### config.mk
export PLATFORM = sky130hd
export DESIGN_NAME = sensor_frame_receiver_top_flat
export DESIGN_NICKNAME = d
export VERILOG_FILES = /design/src/rtl/sfr_pkg.sv /design/src/rtl/sfr_if.sv /design/src/rtl/sfr_front.sv /design/src/rtl/sfr_queue.sv /design/src/rtl/sfr_back.sv /design/src/rtl/sensor_frame_receiver_top.sv /design/src/flat_wrapper.sv
export SDC_FILE = /design/constraint.sdc
export NUM_CORES = 1
export LEC_CHECK = 0
export ABC_AREA = 1
export BUFFER_PORTS_ARGS = -buffer_cell sky130_fd_sc_hd__buf_2
export CELL_PAD_IN_SITES_DETAIL_PLACEMENT = 1
export CELL_PAD_IN_SITES_GLOBAL_PLACEMENT = 2
export CORE_MARGIN = 5
export CORE_UTILIZATION = 37
export DETAILED_ROUTE_END_ITERATION = 6
export MAX_ROUTING_LAYER = met4
export PLACE_DENSITY = 0.81
export RECOVER_POWER = 25
export SLEW_MARGIN = 20
export SYNTH_ARGS = -nofsm -noshare
export SYNTH_HDL_FRONTEND = slang
export SYNTH_HIERARCHICAL = 1
export SYNTH_SLANG_ARGS = --single-unit
### constraint.sdc
create_clock -name clk -period 9.25 [get_ports clk]
set_input_delay 1.85 -clock clk [delete_from_list [all_inputs] [get_ports clk]]
set_output_delay 1.85 -clock clk [all_outputs]
set_load 0.02 [all_outputs]
### src/rtl/sfr_pkg.sv
// ----------------------------------------------------------------------------
// sfr_pkg
// shared constants, types and helpers of the sensor frame receiver
// ----------------------------------------------------------------------------
package sfr_pkg;

  localparam int BUFFER_DEPTH = 32;
  localparam int FRAME_MAX    = 15;
  localparam int POS_W        = 6;
  localparam int NUM_CAPTURE  = 9;
  localparam int QUEUE_DEPTH  = 2;
  localparam int QPTR_W       = $clog2(QUEUE_DEPTH);
  localparam int QCNT_W       = QPTR_W + 1;
  localparam int TEMP_SCALE   = 10;

  localparam logic [7:0] CH_START = 8'h23;
  localparam logic [7:0] CH_END   = 8'h2A;
  localparam logic [7:0] CH_ZERO  = 8'h30;
  localparam logic [7:0] CH_ONE   = 8'h31;
  localparam logic [7:0] CH_THREE = 8'h33;

  // capture slot indexes
  localparam int SLOT_DEST   = 0;
  localparam int SLOT_SENDER = 1;
  localparam int SLOT_TEMP_H = 2;
  localparam int SLOT_TEMP_L = 3;
  localparam int SLOT_CO_H   = 4;
  localparam int SLOT_CO_L   = 5;
  localparam int SLOT_CO2_H  = 6;
  localparam int SLOT_CO2_L  = 7;
  localparam int SLOT_HUM    = 8;

  typedef logic [7:0] byte_t;
  typedef logic [POS_W-1:0] pos_t;
  typedef byte_t [NUM_CAPTURE-1:0] capture_t;

  // classified word handed from front to back
  typedef struct packed {
    logic        overrun;
    logic        frame_end;
    logic        frame_valid;
    logic [1:0]  sensor_id;
    byte_t       temp_hi;
    byte_t       temp_lo;
    byte_t       humidity;
    logic [15:0] co_level;
    logic [15:0] co2_level;
  } rec_t;

  // frame position held by a capture slot
  function automatic pos_t slot_pos(input int slot);
    pos_t p;
    p = '0;
    case (slot)
      SLOT_DEST:   p = pos_t'(1);
      SLOT_SENDER: p = pos_t'(2);
      default:     p = pos_t'(slot + 4);
    endcase
    return p;
  endfunction

endpackage

### src/rtl/sfr_if.sv
// ----------------------------------------------------------------------------
// sfr_in_if / sfr_out_if
// valid-ready channels for received bytes and decoded results
// ----------------------------------------------------------------------------
interface sfr_in_if;
  logic       valid;
  logic       ready;
  logic [7:0] rx_byte;

  modport source (output valid, output rx_byte, input ready);
  modport sink (input valid, input rx_byte, output ready);
endinterface

interface sfr_out_if;
  logic        valid;
  logic        ready;
  logic        overrun;
  logic        frame_end;
  logic        frame_valid;
  logic [1:0]  sensor_id;
  logic [11:0] temp_tenths;
  logic [7:0]  humidity;
  logic [15:0] co_level;
  logic [15:0] co2_level;

  modport source (output valid, output overrun, output frame_end, output frame_valid,
                  output sensor_id, output temp_tenths, output humidity,
                  output co_level, output co2_level, input ready);
  modport sink (input valid, input overrun, input frame_end, input frame_valid,
                input sensor_id, input temp_tenths, input humidity,
                input co_level, input co2_level, output ready);
endinterface

### src/rtl/sfr_front.sv
// ----------------------------------------------------------------------------
// sfr_front
// tracks frame position, checksum and captured bytes, classifies each word
// ----------------------------------------------------------------------------
module sfr_front (
  input  logic          clk,
  input  logic          rst,
  sfr_in_if.sink        rx,
  input  logic          q_full,
  output logic          push,
  output sfr_pkg::rec_t push_data
);
  import sfr_pkg::*;

  pos_t     write_position, write_position_next;
  byte_t    running_sum, running_sum_next;
  byte_t    previous_byte;
  capture_t captured_bytes, captured_bytes_next;

  pos_t  pos_eff;
  pos_t  p;
  logic  ov;
  logic  fend;
  logic  fvalid;

  assign rx.ready = !q_full;
  assign push     = rx.valid && rx.ready;

  always_comb begin
    pos_eff = (rx.rx_byte == CH_START) ? '0 : write_position;
    ov      = pos_eff >= pos_t'(BUFFER_DEPTH);
    p       = ov ? '0 : pos_eff;
    captured_bytes_next = captured_bytes;
    for (int i = 0; i < NUM_CAPTURE; i++) begin
      if (p == slot_pos(i)) captured_bytes_next[i] = rx.rx_byte;
    end
    running_sum_next    = (p == '0) ? '0 : byte_t'(running_sum + previous_byte);
    write_position_next = pos_t'(p + pos_t'(1));
  end

  always_comb begin
    fend   = rx.rx_byte == CH_END;
    fvalid = fend && (p >= pos_t'(2)) && (p <= pos_t'(FRAME_MAX - 1)) &&
             (previous_byte == running_sum) &&
             (captured_bytes_next[SLOT_DEST] == CH_ZERO) &&
             (captured_bytes_next[SLOT_SENDER] inside {[CH_ONE:CH_THREE]});
    push_data             = '0;
    push_data.overrun     = ov;
    push_data.frame_end   = fend;
    push_data.frame_valid = fvalid;
    if (fvalid) begin
      push_data.sensor_id = 2'(captured_bytes_next[SLOT_SENDER] - CH_ZERO);
      push_data.temp_hi   = captured_bytes_next[SLOT_TEMP_H];
      push_data.temp_lo   = captured_bytes_next[SLOT_TEMP_L];
      push_data.humidity  = captured_bytes_next[SLOT_HUM];
      push_data.co_level  = {captured_bytes_next[SLOT_CO_H], captured_bytes_next[SLOT_CO_L]};
      push_data.co2_level = {captured_bytes_next[SLOT_CO2_H],
                             captured_bytes_next[SLOT_CO2_L]};
    end
  end

  always_ff @(posedge clk) begin
    if (rst) begin
      write_position <= '0;
      running_sum    <= '0;
      previous_byte  <= '0;
      captured_bytes <= '0;
    end else if (push) begin
      write_position <= write_position_next;
      running_sum    <= running_sum_next;
      previous_byte  <= rx.rx_byte;
      captured_bytes <= captured_bytes_next;
    end
  end

`ifndef NO_ASSERTIONS
  a_restart_no_overrun: assert property (@(posedge clk) disable iff (rst)
    (push && rx.rx_byte == CH_START) |-> !push_data.overrun)
    else $error("restart byte raised overrun");
  a_valid_needs_end: assert property (@(posedge clk) disable iff (rst)
    push_data.frame_valid |-> push_data.frame_end)
    else $error("valid frame without terminator");
  a_pos_bounded: assert property (@(posedge clk) disable iff (rst)
    write_position <= pos_t'(BUFFER_DEPTH))
    else $error("write position beyond buffer");
`endif

endmodule

### src/rtl/sfr_queue.sv
// ----------------------------------------------------------------------------
// sfr_queue
// short fifo between classification and result output
// ----------------------------------------------------------------------------
module sfr_queue (
  input  logic          clk,
  input  logic          rst,
  input  logic          push,
  input  sfr_pkg::rec_t push_data,
  output logic          full,
  input  logic          pop,
  output sfr_pkg::rec_t pop_data,
  output logic          not_empty
);
  import sfr_pkg::*;

  rec_t              mem [QUEUE_DEPTH];
  logic [QPTR_W-1:0] wr_ptr, rd_ptr;
  logic [QCNT_W-1:0] count;

  assign full      = count == QCNT_W'(QUEUE_DEPTH);
  assign not_empty = count != '0;
  assign pop_data  = mem[rd_ptr];

  always_ff @(posedge clk) begin
    if (push) mem[wr_ptr] <= push_data;
  end

  always_ff @(posedge clk) begin
    if (rst) begin
      wr_ptr <= '0;
      rd_ptr <= '0;
      count  <= '0;
    end else begin
      if (push) begin
        wr_ptr <= (wr_ptr == QPTR_W'(QUEUE_DEPTH - 1)) ? '0 : wr_ptr + 1'b1;
      end
      if (pop) begin
        rd_ptr <= (rd_ptr == QPTR_W'(QUEUE_DEPTH - 1)) ? '0 : rd_ptr + 1'b1;
      end
      case ({push, pop})
        2'b10:   count <= count + 1'b1;
        2'b01:   count <= count - 1'b1;
        default: count <= count;
      endcase
    end
  end

`ifndef NO_ASSERTIONS
  a_no_overflow: assert property (@(posedge clk) disable iff (rst)
    full |-> !push)
    else $error("push into full queue");
  a_no_underflow: assert property (@(posedge clk) disable iff (rst)
    !not_empty |-> !pop)
    else $error("pop from empty queue");
  a_count_bound: assert property (@(posedge clk) disable iff (rst)
    count <= QCNT_W'(QUEUE_DEPTH))
    else $error("queue count out of range");
`endif

endmodule

### src/rtl/sfr_back.sv
// ----------------------------------------------------------------------------
// sfr_back
// scales temperature and holds the result word for the sink
// ----------------------------------------------------------------------------
module sfr_back (
  input  logic          clk,
  input  logic          rst,
  input  logic          q_valid,
  input  sfr_pkg::rec_t q_data,
  output logic          pop,
  sfr_out_if.source     res
);
  import sfr_pkg::*;

  logic        full;
  logic [11:0] temp;

  assign pop       = q_valid && (!full || res.ready);
  assign res.valid = full;
  assign temp      = 12'(12'(q_data.temp_hi) * 12'(TEMP_SCALE)) + 12'(q_data.temp_lo);

  always_ff @(posedge clk) begin
    if (rst) begin
      full <= 1'b0;
    end else if (pop) begin
      full <= 1'b1;
    end else if (res.ready) begin
      full <= 1'b0;
    end
  end

  always_ff @(posedge clk) begin
    if (pop) begin
      res.overrun     <= q_data.overrun;
      res.frame_end   <= q_data.frame_end;
      res.frame_valid <= q_data.frame_valid;
      res.sensor_id   <= q_data.sensor_id;
      res.temp_tenths <= temp;
      res.humidity    <= q_data.humidity;
      res.co_level    <= q_data.co_level;
      res.co2_level   <= q_data.co2_level;
    end
  end

`ifndef NO_ASSERTIONS
  a_invalid_zero: assert property (@(posedge clk) disable iff (rst)
    (res.valid && !res.frame_valid) |->
      (res.sensor_id == '0 && res.temp_tenths == '0 && res.humidity == '0 &&
       res.co_level == '0 && res.co2_level == '0))
    else $error("fields set on invalid frame");
  a_valid_sensor: assert property (@(posedge clk) disable iff (rst)
    (res.valid && res.frame_valid) |-> (res.sensor_id != '0 && res.frame_end))
    else $error("valid frame with bad sender or no end");
  a_load_shows: assert property (@(posedge clk) disable iff (rst)
    pop |=> res.valid)
    else $error("loaded word not shown");
`endif

endmodule

### src/rtl/sensor_frame_receiver_top.sv
// ----------------------------------------------------------------------------
// sensor_frame_receiver_top
// sensor frame receiver: byte stream in, one decoded word out per byte
// ----------------------------------------------------------------------------
//  channel  dir  payload
//  rx       in   rx_byte
//  res      out  overrun, frame_end, frame_valid, sensor_id, temp_tenths,
//                humidity, co_level, co2_level
//
//  one byte per cycle while res is ready; results pass queue and output register
//  the front updates position, checksum and captures in the accepting cycle
//  a two-word queue and an output register decouple rx from res stalls
//  rst is synchronous and clears position, checksum, captures and queue
// ----------------------------------------------------------------------------
module sensor_frame_receiver_top (
  input  logic      clk,
  input  logic      rst,
  sfr_in_if.sink    rx,
  sfr_out_if.source res
);
  import sfr_pkg::*;

  logic q_full;
  logic push;
  rec_t push_data;
  logic pop;
  rec_t pop_data;
  logic q_valid;

  sfr_front u_front (
    .clk       (clk),
    .rst       (rst),
    .rx        (rx),
    .q_full    (q_full),
    .push      (push),
    .push_data (push_data)
  );

  sfr_queue u_queue (
    .clk       (clk),
    .rst       (rst),
    .push      (push),
    .push_data (push_data),
    .full      (q_full),
    .pop       (pop),
    .pop_data  (pop_data),
    .not_empty (q_valid)
  );

  sfr_back u_back (
    .clk     (clk),
    .rst     (rst),
    .q_valid (q_valid),
    .q_data  (pop_data),
    .pop     (pop),
    .res     (res)
  );

endmodule
### src/flat_wrapper.sv
// flat-port wrapper written by rule: the top's interface ports become plain ports
module sensor_frame_receiver_top_flat import sfr_pkg::*;
  (clk, rst, rx_valid, rx_rx_byte, rx_ready, res_valid, res_overrun, res_frame_end, res_frame_valid, res_sensor_id, res_temp_tenths, res_humidity, res_co_level, res_co2_level, res_ready);
  sfr_in_if rx_i ();
  sfr_out_if res_i ();
  input  logic clk;
  input  logic rst;
  input wire logic [$bits(rx_i.valid)-1:0] rx_valid;
  input wire logic [$bits(rx_i.rx_byte)-1:0] rx_rx_byte;
  output wire logic [$bits(rx_i.ready)-1:0] rx_ready;
  output wire logic [$bits(res_i.valid)-1:0] res_valid;
  output wire logic [$bits(res_i.overrun)-1:0] res_overrun;
  output wire logic [$bits(res_i.frame_end)-1:0] res_frame_end;
  output wire logic [$bits(res_i.frame_valid)-1:0] res_frame_valid;
  output wire logic [$bits(res_i.sensor_id)-1:0] res_sensor_id;
  output wire logic [$bits(res_i.temp_tenths)-1:0] res_temp_tenths;
  output wire logic [$bits(res_i.humidity)-1:0] res_humidity;
  output wire logic [$bits(res_i.co_level)-1:0] res_co_level;
  output wire logic [$bits(res_i.co2_level)-1:0] res_co2_level;
  input wire logic [$bits(res_i.ready)-1:0] res_ready;
  assign rx_i.valid = rx_valid;
  assign rx_i.rx_byte = rx_rx_byte;
  assign rx_ready = rx_i.ready;
  assign res_valid = res_i.valid;
  assign res_overrun = res_i.overrun;
  assign res_frame_end = res_i.frame_end;
  assign res_frame_valid = res_i.frame_valid;
  assign res_sensor_id = res_i.sensor_id;
  assign res_temp_tenths = res_i.temp_tenths;
  assign res_humidity = res_i.humidity;
  assign res_co_level = res_i.co_level;
  assign res_co2_level = res_i.co2_level;
  assign res_i.ready = res_ready;
  sensor_frame_receiver_top u_core (.clk(clk), .rst(rst), .rx(rx_i), .res(res_i));
endmodule
# --- Word level (Yosys, flattened, before mapping) ---
# Memories as Yosys holds them, arrays and structs flattened. A register that Yosys moved wholly into a read port is not among the register bits.
# Index checks and enable logic that the tools add are counted.
classes:
  addsub: 8
  mul: 1
  order_cmp: 5
  eq_ne: 16
  n_mux: 22
  n_reduce_logical: 15
ops:
  columns: ["operator", "n"]
  rows:
  - ["$mux W8", 10]
  - ["$mux W58", 1]
  - ["$eq A6 B4 Y1 const B", 5]
  - ["$eq A8 B6 Y1 const B", 3]
  - ["$add A12 B8 Y12", 1]
  - ["$eq A6 B3 Y1 const B", 2]
  - ["$mux W6", 2]
  - ["$mul A8 B3 Y11 const B", 1]
  - ["$add A8 B8 Y8", 1]
  - ["$eq A8 B8 Y1", 1]
  - ["$ge A8 B6 Y1 const B", 1]
  - ["$le A8 B6 Y1 const B", 1]
  - ["$logic_and A1 B1 Y1", 8]
  - ["$mux W1", 8]
  - ["$add A6 B1 Y6 const B", 1]
  - ["$eq A6 B1 Y1 const B", 1]
  - ["$eq A6 B2 Y1 const B", 1]
  - ["$ge A6 B2 Y1 const B", 1]
  - ["$ge A6 B6 Y1 const B", 1]
  - ["$le A6 B4 Y1 const B", 1]
  - ["$logic_not A6 Y1", 1]
  - ["$reduce_bool A2 Y1", 3]
  - ["$eq A2 B2 Y1 const B", 2]
  - ["$pmux W2 S2", 1]
  - ["6 further kinds", 9]
totals:
  ff_bits: 156
  mem_bits_rw: 122
  inputBits: 12
  elab_cells: 92
  memories: 1
memory_table:
  columns: ["name", "depth", "width", "read_ports", "rd_ports_with_merged_regs", "write_ports", "line_no", "rtl"]
  rows:
  - ["u_core.u_queue.mem", 2, 61, 1, 1, 1, "sfr_queue.sv:17", "rec_t mem [QUEUE_DEPTH];"]

# --- Depth between registers and ports, before layout ---
# Gate-level depths: netlist (run 1).
logic_depth:
  depth_word: 11
  mapped_depth: 17
  mapped_depth_nobuf: 15

# --- Cells and area by module ---
# Netlist (run 1), hierarchy kept.
by_module_without_submodules:
  columns: ["module", "n_inst", "cells_per_inst", "area_each_um2", "seq_area_each_um2"]
  rows:
  - ["sfr_front", 1, 787, 5362.6, 1881.8]
  - ["sfr_queue", 1, 223, 4932.2, 3763.6]
  - ["sfr_back", 1, 179, 2513.7, 1731.7]

# --- Worst setup path after synthesis (run 1) ---
# No wires, ideal clock.
synth_path:
  path_kind: "input-to-reg"
  startpoint: "in res_ready"
  endpoint: "reg u_core.u_queue.count[1]"
  setup_time_ps: 64
  t_arrival_ps: 5718
  path_slack_ps: 3468
  cell_stages: 8
  path_cell_list: "inv_1 > a21oi_1 > ha_1 > inv_1 > nand2_1 > nor2_1 > nor2_1 > nor2_1"
synth_via:
  elab_chain_len: 4
  word_cells_on_any_way: 6
  classes_between: "eq/ne (2); mux (1); reduce/logical (3)"
synth_rtl:
  columns: ["item", "line_no", "rtl"]
  rows:
  - ["from (decl)", "flat_wrapper.sv:20", "input wire logic [$bits(res_i.ready)-1:0] res_ready;"]
  - ["$logic_or A1 B1 Y1 *", "sfr_back.sv:18", "assign pop = q_valid && (!full || res.ready);"]
  - ["$logic_and A1 B1 Y1 *", "sfr_back.sv:18", null]
  - ["via u_core.pop", "sensor_frame_receiver_top.sv:26", "logic pop;"]
  - ["$eq A2 B1 Y1 or $eq A2 B2 Y1 (tied branches)", "sfr_queue.sv:41", "case ({push, pop})"]
  - ["$pmux W2 S2 or $reduce_bool A2 Y1 (tied branches)", null, null]
  - ["to (signal assigned)", "sfr_queue.sv:42", "2'b10: count <= count + 1'b1;"]
  - ["to (signal assigned)", "sfr_queue.sv:43", "2'b01: count <= count - 1'b1;"]
  - ["to (signal assigned)", "sfr_queue.sv:44", "default: count <= count;"]
  - ["to (decl)", "sfr_queue.sv:19", "logic [QCNT_W-1:0] count;"]
# Mark *: on every way through the listed nets, which the timed path passes. The rest lies on a longest branch.
# A chain may end at the register's enable or synchronous reset.

==> results.json, run 1 <==
{
  "clock_sinks": 279,
  "finalSetupViolCount": 0,
  "place_hpwl_um": 18100,
  "status": "complete, but fails checks",
  "grt_max_degree": 85,
  "ctsResizeCount": 0,
  "crit_chain": "clkbuf_1 > mux2_4 > ha_1 > ha_1 > fa_1 > xor2_1 > ha_1 > nand2_1 > nor2_1 > nand2_1 > nand3_2 > nand2_1 > nand2_1 > nand2_1 > nand3_1 > nand2_1",
  "overflow": 0,
  "gp_congestion": 0.786,
  "avgRoutedWirePerCell_um": 17.1,
  "failed_checks": "capacitance limit, slew limit",
  "cp_data_required_time_ns": 9.55,
  "slowest_delay_ns": 1.93,
  "synth_xor_area_share_pct": 0.889,
  "core.rowCount": 68,
  "critPathLaunchType": "flip-flop",
  "drt-initial-drc-count": 367,
  "drc_errors": 0,
  "max_freq_ghz": 0.167,
  "hp-class": "reg -> reg",
  "hold_buffers": 0,
  "fin_cells": 1713,
  "critPathArrivalTime_ns": 6.28,
  "slew_headroom_pct": -129,
  "nets": 1281,
  "ys_ff_latch": 279,
  "critPathMaxFanout": 38,
  "crit_top_cell": "nand2_1",
  "synth_compound_area_share_pct": 8.91,
  "viasPerCell": 4.96,
  "root_buffer": "clkbuf_16",
  "maxCapViolations": 2,
  "period_share_pct": 64.6,
  "grt_pass1_vias": 9008,
  "antenna_found_initial": 0,
  "design_area_sq_um": 14200,
  "path_class": "reg -> reg",
  "cts_tree": "built",
  "chipWidth_um": 196,
  "diodes": 0,
  "worst_slack_ns": 3.28,
  "p_leak_uw": 0.00581,
  "dr.max_layer_used": "met4",
  "skew_ns": 0.00975,
  "wirelength_um": 29400,
  "met2WireLength_um": 14700,
  "synth_cells": 1189,
  "place_area_sq_um": 13400,
  "placedCellCount": 1657,
  "worst_pin_slew_ns": 3.44,
  "cts_buffers": 30,
  "start_util_pct": 37.3,
  "end_kind": "flip-flop",
  "synth_adder_area_share_pct": 3.59,
  "slew_viol_final": 99,
  "die_h_um": 196,
  "synthMuxAreaShare_pct": 7.12,
  "grt_pass1_wl_um": 47600,
  "ioPinCount": 71,
  "synthDistinctLibCells": 39,
  "wirelength_met1_um": 13100,
  "fin_setup_tns_ns": 0,
  "period_needed_ns": 5.97,
  "final_hold_viol_count": 0,
  "synth_fp_nets": 1236,
  "htreeDepth": 1,
  "grt_usage_pct": 15.5,
  "utilization_pct": 41.3,
  "cp_slowest_cell": "clkbuf_1",
  "yosys_warnings": 6,
  "power.density_nw_per_um2": 311,
  "clkLatencyLatePin_ns": 0.55,
  "clockBufferDepth": 3,
  "dr_wl_met3_um": 1070,
  "syn_to_final_growth_pct": 10.9,
  "clk_transition_reported_paths_ns": 0.06,
  "postRouteAntennaNets": 0,
  "synth_area_sq_um": 12800,
  "postCtsSetupRepairBufs": 0,
  "drive_above_1_share_pct": 13.1,
  "ys_seq_area_share_pct": 57.6,
  "core-area_sq_um": 34400,
  "synth_top_family_by_area": "simple AND/OR/NAND/NOR gates",
  "drt-pass1-iter-count": 5,
  "portBuffers": 70,
  "die_area_sq_um": 38400,
  "syn_avg_cell_area_sq_um": 10.8,
  "ir_worst_vdd_mv": 0.141,
  "place_ws_ns": 3.72,
  "via_count": 8503,
  "synth-simple-area-share_pct": 14.5,
  "rsz0062_at_grt": "no"
}
-- Yosys cell counts (all sizes together) --
library cell,n,area share (%)
nand2,238,7.3
edfxtp,179,42
inv,139,4.1
dfxtp,100,16
o21ai,76,3.1
o211ai,67,3.9
nor3,62,3.2
mux2,61,7.1
nor2,60,1.9
a21oi,42,1.6
buf,38,2.5
ha,32,3.1
clkbuf,27,0.79
nand3,25,1.1
nand4,15,0.73
xnor2,7,0.48
xor2,6,0.41
a31oi,3,0.15
fa,3,0.47
clkinv,2,0.059
nand3b,2,0.12
or2,2,0.098
a32oi,1,0.068
and2,1,0.068
o311ai,1,0.068
-- metrics by stage --
stage,hold slack [ns],power (uW)
6_report,0.472,4420
5_1_grt,0.500,4710
4_1_cts,0.473,4550
3_5_place_dp,0.463,3300
3_3_place_gp,0.458,3250
2_1_floorplan,0.445,2940
-- metal layers --
layer  vias to the layer above  global-route usage [%]
met2                       123                    27.2
met5                         -                       -
met4                         0                    3.39
li1                       4181                       -
met1                      4157                    19.2
met3                        42                    2.18
-- critical path: cells and delay by family (launching register included) --
| family | cells | cell delay, ns |
|---|---|---|
| xor+xnor | 1 | 0.16 |
| fa+ha+maj | 4 | 1.28 |
| buf+inv | 1 | 1.93 |
| flops | 1 | 1.15 |
| mux | 1 | 0.46 |
| simple gates | 9 | 0.70 |
-- area by class of cell --
cell class                 instances  area, sq um
clock buffer                      44          876
sequential                       279         7380
clock inverter                    12          151
timing repair buffer              78          382
tap                              455          569
fill                            3836        20200
multi-input combinational        704         4320
inverter                         141          532
-- final timing paths --
path | start | end | slack [ns] | cells after the start
worst max-delay path | flip-flop | u_core/u_back/res.temp_tenths[9]$_DFFE_PP_ | 3.28 | 16
worst min-delay path | u_core/u_front/running_sum[3]$_SDFFE_PP0P_ | u_core/u_front/running_sum[3]$_SDFFE_PP0P_ | 0.47 | 2
worst max register to register | flip-flop | u_core/u_back/res.temp_tenths[9]$_DFFE_PP_ | 3.28 | 16
worst min register to register | u_core/u_front/running_sum[3]$_SDFFE_PP0P_ | u_core/u_front/running_sum[3]$_SDFFE_PP0P_ | 0.47 | 2
-- logic make-up (layout without fill, tap and decap cells) --
kind of cell / Yosys count / after routing
buffers and inverters: 206 / 275
multiplexers: 61 / 61
AND/OR/NAND/NOR: 405 / 405
flip-flops: 279 / 279
XOR/XNOR: 13 / 13
AO/OA/AOI/OAI: 190 / 190
adder cells (fa/ha/maj): 35 / 35
-- power by group --
group	switching (uW)	leakage (uW)	internal, uW
Sequential	101	0.00256	1710
Clock	492	0.000503	741
Combinational	914	0.00275	455
Total	1510	0.00581	2910
-- cells in the final DEF (no fill, tap or decap), drive strengths merged, types with 6 or more instances in the layout --
cell / count
o211ai: 67
ha: 32
xor2: 6
nand2: 238
clkinv: 9
nand3: 25
o21ai: 76
buf: 59
inv: 140
a21oi: 42
nor3: 62
clkbuf: 63
xnor2: 7
dfxtp: 100
mux2: 61
nand4: 15
edfxtp: 179
nor2: 60
-- registers in the layout, indices dropped and copies added (netlist names), named ones only --
signal,flops
u_core/u_back/res.co2_level,16
u_core/u_back/res.co_level,16
u_core/u_back/res.frame_end,1
u_core/u_back/res.frame_valid,1
u_core/u_back/res.humidity,8
u_core/u_back/res.overrun,1
u_core/u_back/res.sensor_id,2
u_core/u_back/res.temp_tenths,12
u_core/u_back/res.valid,1
u_core/u_front/captured_bytes,72
u_core/u_front/previous_byte,8
u_core/u_front/running_sum,8
u_core/u_front/write_position,6
u_core/u_queue/count,2
u_core/u_queue/mem,122
u_core/u_queue/rd_ptr,1
u_core/u_queue/wr_ptr,1
Power figures use the tool's default switching activity.
==> run 2: changes to the inputs <==
--- a/config.mk
+++ b/config.mk
@@ -5,7 +5,7 @@
 export SDC_FILE = /design/constraint.sdc
 export NUM_CORES = 1
 export LEC_CHECK = 0
-export ABC_AREA = 1
+export ABC_AREA = 0
 export BUFFER_PORTS_ARGS = -buffer_cell sky130_fd_sc_hd__buf_2
 export CELL_PAD_IN_SITES_DETAIL_PLACEMENT = 1
 export CELL_PAD_IN_SITES_GLOBAL_PLACEMENT = 2
@@ -13,7 +13,7 @@
 export CORE_UTILIZATION = 37
 export DETAILED_ROUTE_END_ITERATION = 6
 export MAX_ROUTING_LAYER = met4
-export PLACE_DENSITY = 0.81
+export PLACE_DENSITY = 0.79
 export RECOVER_POWER = 25
 export SLEW_MARGIN = 20
 export SYNTH_ARGS = -nofsm -noshare
==> constraint.sdc (replaced) <==
create_clock -name clk -period 5.5 [get_ports clk]
set_input_delay 1.1 -clock clk [delete_from_list [all_inputs] [get_ports clk]]
set_output_delay 1.1 -clock clk [all_outputs]
set_load 0.02 [all_outputs]
==> run 2 against run 1 <==
  * Final cell count decreased by 12%
  * The flow still finishes with violations (capacitance limit, slew limit)
  * Largest cell class unchanged
  * Largest power group unchanged
  * Die area decreased by 3.6%
  * Non-clock buffer count increased by 10
  * Sequential cell count unchanged
  * Highest routed layer unchanged
  * Setup slack got worse by 2.1 ns
==> results.json, run 2 <==
{
  "chipWidth_um": 192,
  "synth_fp_nets": 1024,
  "via_count": 7640,
  "holdWs_ns": 0.453,
  "cp_data_required_time_ns": 5.80,
  "worst_r2r_endpoint": "u_core/u_back/res.temp_tenths[9]$_DFFE_PP_",
  "synth_top_area_share_pct": 43.6,
  "syn_avg_cell_area_sq_um": 12.6,
  "grt_pass1_vias": 7977,
  "power.density_nw_per_um2": 499,
  "final_cell_mix": "179 x edfxtp_1, 122 x mux2i_1, 100 x dfxtp_1",
  "period_needed_ns": 4.36,
  "slew_headroom_pct": -116,
  "rsz0062_at_grt": "no",
  "largest_register": "u_core/u_queue/mem",
  "hold_path_depth": 2,
  "synth-edff-count": 179,
  "ctsResizeCount": 0,
  "hold_buffers": 0,
  "synth_ff_type": "edfxtp_1",
  "ys_ff_latch": 279,
  "clockBufferDepth": 3,
  "clkLatencyLatePin_ns": 0.56,
  "cts_tree": "built",
  "core-area_sq_um": 32700,
  "viasPerCell": 5.10,
  "reg.largest.list": "u_core/u_queue/mem (122), u_core/u_front/captured_bytes (72)",
  "clk_transition_reported_paths_ns": 0.06,
  "nets": 1079,
  "power.total_uw": 7010,
  "syn_to_final_growth_pct": 14.0,
  "netlist_top_cells_count": "179 x edfxtp_1, 122 x mux2i_1, 100 x dfxtp_1",
  "status": "complete, but fails checks",
  "ir_worst_vdd_mv": 0.260,
  "rr_worst_depth": 12,
  "overflow": 0,
  "gp_congestion": 0.816,
  "root_buffer": "clkbuf_16",
  "drive_above_1_share_pct": 14.9,
  "worst_slack_ns": 1.14,
  "worst_pin_slew_ns": 3.21,
  "synth_cells": 977,
  "finalSetupViolCount": 0,
  "synthDistinctLibCells": 58,
  "core.rowCount": 66,
  "postRouteAntennaNets": 0,
  "grt_max_degree": 62,
  "clock_sinks": 279,
  "p_leak_uw": 0.00525,
  "max_freq_ghz": 0.229,
  "avgRoutedWirePerCell_um": 19.0,
  "largest_register_ffs": 122,
  "fill_cells": 3491,
  "path_class": "reg -> reg",
  "diodes": 0,
  "fin_setup_tns_ns": 0,
  "cts_buffers": 31,
  "synth_largest_area_cell": "edfxtp_1",
  "fin_cells": 1499,
  "portBuffers": 70,
  "die_h_um": 192,
  "async_flop_share_pct": 0,
  "drt-initial-drc-count": 345,
  "yosys_warnings": 6,
  "critical_path.endpoint": "u_core/u_back/res.temp_tenths[9]$_DFFE_PP_",
  "r2r_setup_slack_ns": 1.14,
  "critPathArrivalTime_ns": 4.67,
  "ioPinCount": 71,
  "final_common_cell": "edfxtp_1",
  "final_hold_viol_count": 0,
  "start_util_pct": 37.7,
  "htreeDepth": 1,
  "maxCapViolations": 2,
  "synth_area_leaders": "edfxtp_1 44%, dfxtp_1 16%, mux2i_1 9.9%, mux2_2 5.7%, ha_1 3.2%",
  "yosysMostFrequentCell": "edfxtp_1",
  "period_share_pct": 79.3,
  "placedCellCount": 1441,
  "skew_ns": 0.0102,
  "critPathMaxFanout": 27,
  "slew_viol_final": 64,
  "postCtsSetupRepairBufs": 0,
  "drc_errors": 0,
  "end_kind": "flip-flop",
  "grt_pass1_wl_um": 44900,
  "antenna_found_initial": 0,
  "die_area_sq_um": 37100,
  "place_hpwl_um": 17800,
  "failed_checks": "capacitance limit, slew limit",
  "synth_area_sq_um": 12300,
  "ys_seq_area_share_pct": 59.9,
  "hp-class": "reg -> reg",
  "place_ws_ns": 0.597,
  "critPathLaunchType": "flip-flop",
  "wirelength_um": 28400,
  "drt-pass1-iter-count": 4,
  "grt_usage_pct": 15.7
}
run 2: cell count changes after synthesis, sizes merged, moves of 34 or more:
cell,change
inv,-123
mux2i,+122
nand2,-188
o21ai,-57
nor2,+34
o211ai,-64
run 2: layout make-up:
class                           instances  area, sq um  area share [%]
Inverter                               16         60.1           0.428
Clock inverter                         17          158            1.12
Tap cell                              442          553            3.94
Clock buffer                           41          865            6.16
Multi-Input combinational cell        616         4590            32.7
Timing Repair Buffer                   88          438            3.12
Sequential cell                       279         7380            52.5
run 2: logic make-up after synthesis:
logic type / after synthesis / share of synthesized area, %
flip-flops: 279 / 59.9
AND/OR/NAND/NOR: 276 / 11.1
multiplexers: 184 / 15.6
AO/OA/AOI/OAI: 99 / 5.18
buffers and inverters: 82 / 2.92
adder cells (fa/ha/maj): 35 / 3.74
XOR/XNOR: 22 / 1.56
run 2: how the worst min path moves through the flow:
stage | endpoint | from
6_report | u_core/u_front/captured_bytes[5]$_SDFFE_PP0P_ | u_core/u_front/captured_bytes[5]$_SDFFE_PP0P_
3_3_place_gp | u_core/u_front/captured_bytes[1]$_SDFFE_PP0P_ | u_core/u_front/captured_bytes[1]$_SDFFE_PP0P_
3_5_place_dp | u_core/u_front/captured_bytes[5]$_SDFFE_PP0P_ | u_core/u_front/captured_bytes[5]$_SDFFE_PP0P_
4_1_cts | u_core/u_front/captured_bytes[5]$_SDFFE_PP0P_ | u_core/u_front/captured_bytes[5]$_SDFFE_PP0P_
2_1_floorplan | u_core/u_front/captured_bytes[2]$_SDFFE_PP0P_ | u_core/u_front/captured_bytes[2]$_SDFFE_PP0P_
5_1_grt | u_core/u_front/running_sum[0]$_SDFFE_PP0P_ | u_core/u_front/running_sum[0]$_SDFFE_PP0P_
run 2: worst max-delay path, cell delays in order, from the launching register on:
cell     delay, ns
dfxtp_1       0.85
buf_4         0.48
mux2_1        0.42
ha_1          0.22
ha_1          0.22
fa_1          0.44
ha_1          0.34
o21a_1        0.12
o31a_1        0.15
o41ai_4       0.34
mux2i_1       0.26
o22ai_2       0.11
xor2_1        0.15
run 2: where the power goes:
group | internal (uW) | total [uW] | switching [uW]
clock | 1200 | 2050 | 844
sequential | 2760 | 2880 | 118
combinational | 776 | 2090 | 1310
total | 4740 | 7010 | 2270
run 2: per-stage QoR:
stage / util (%) / cell area, sq um
final: 42.9 / 14000
after global routing: 42.9 / 14000
after CTS: 43.2 / 14100
after detailed placement: 40.1 / 13100
after global placement: 40.1 / 13100
after floorplan: - / 12300
run 2: routing by layer:
metal  vias to the layer above  wire [um]  part of all wire, %  GRT usage [%]
met5                         -          0                    0              -
met4                         0        384                  1.4           2.77
met3                        34        897                  3.2           2.17
met2                        91      14100                   50           26.8
met1                      3851      13000                   46           20.4
li1                       3664          -                    -              -
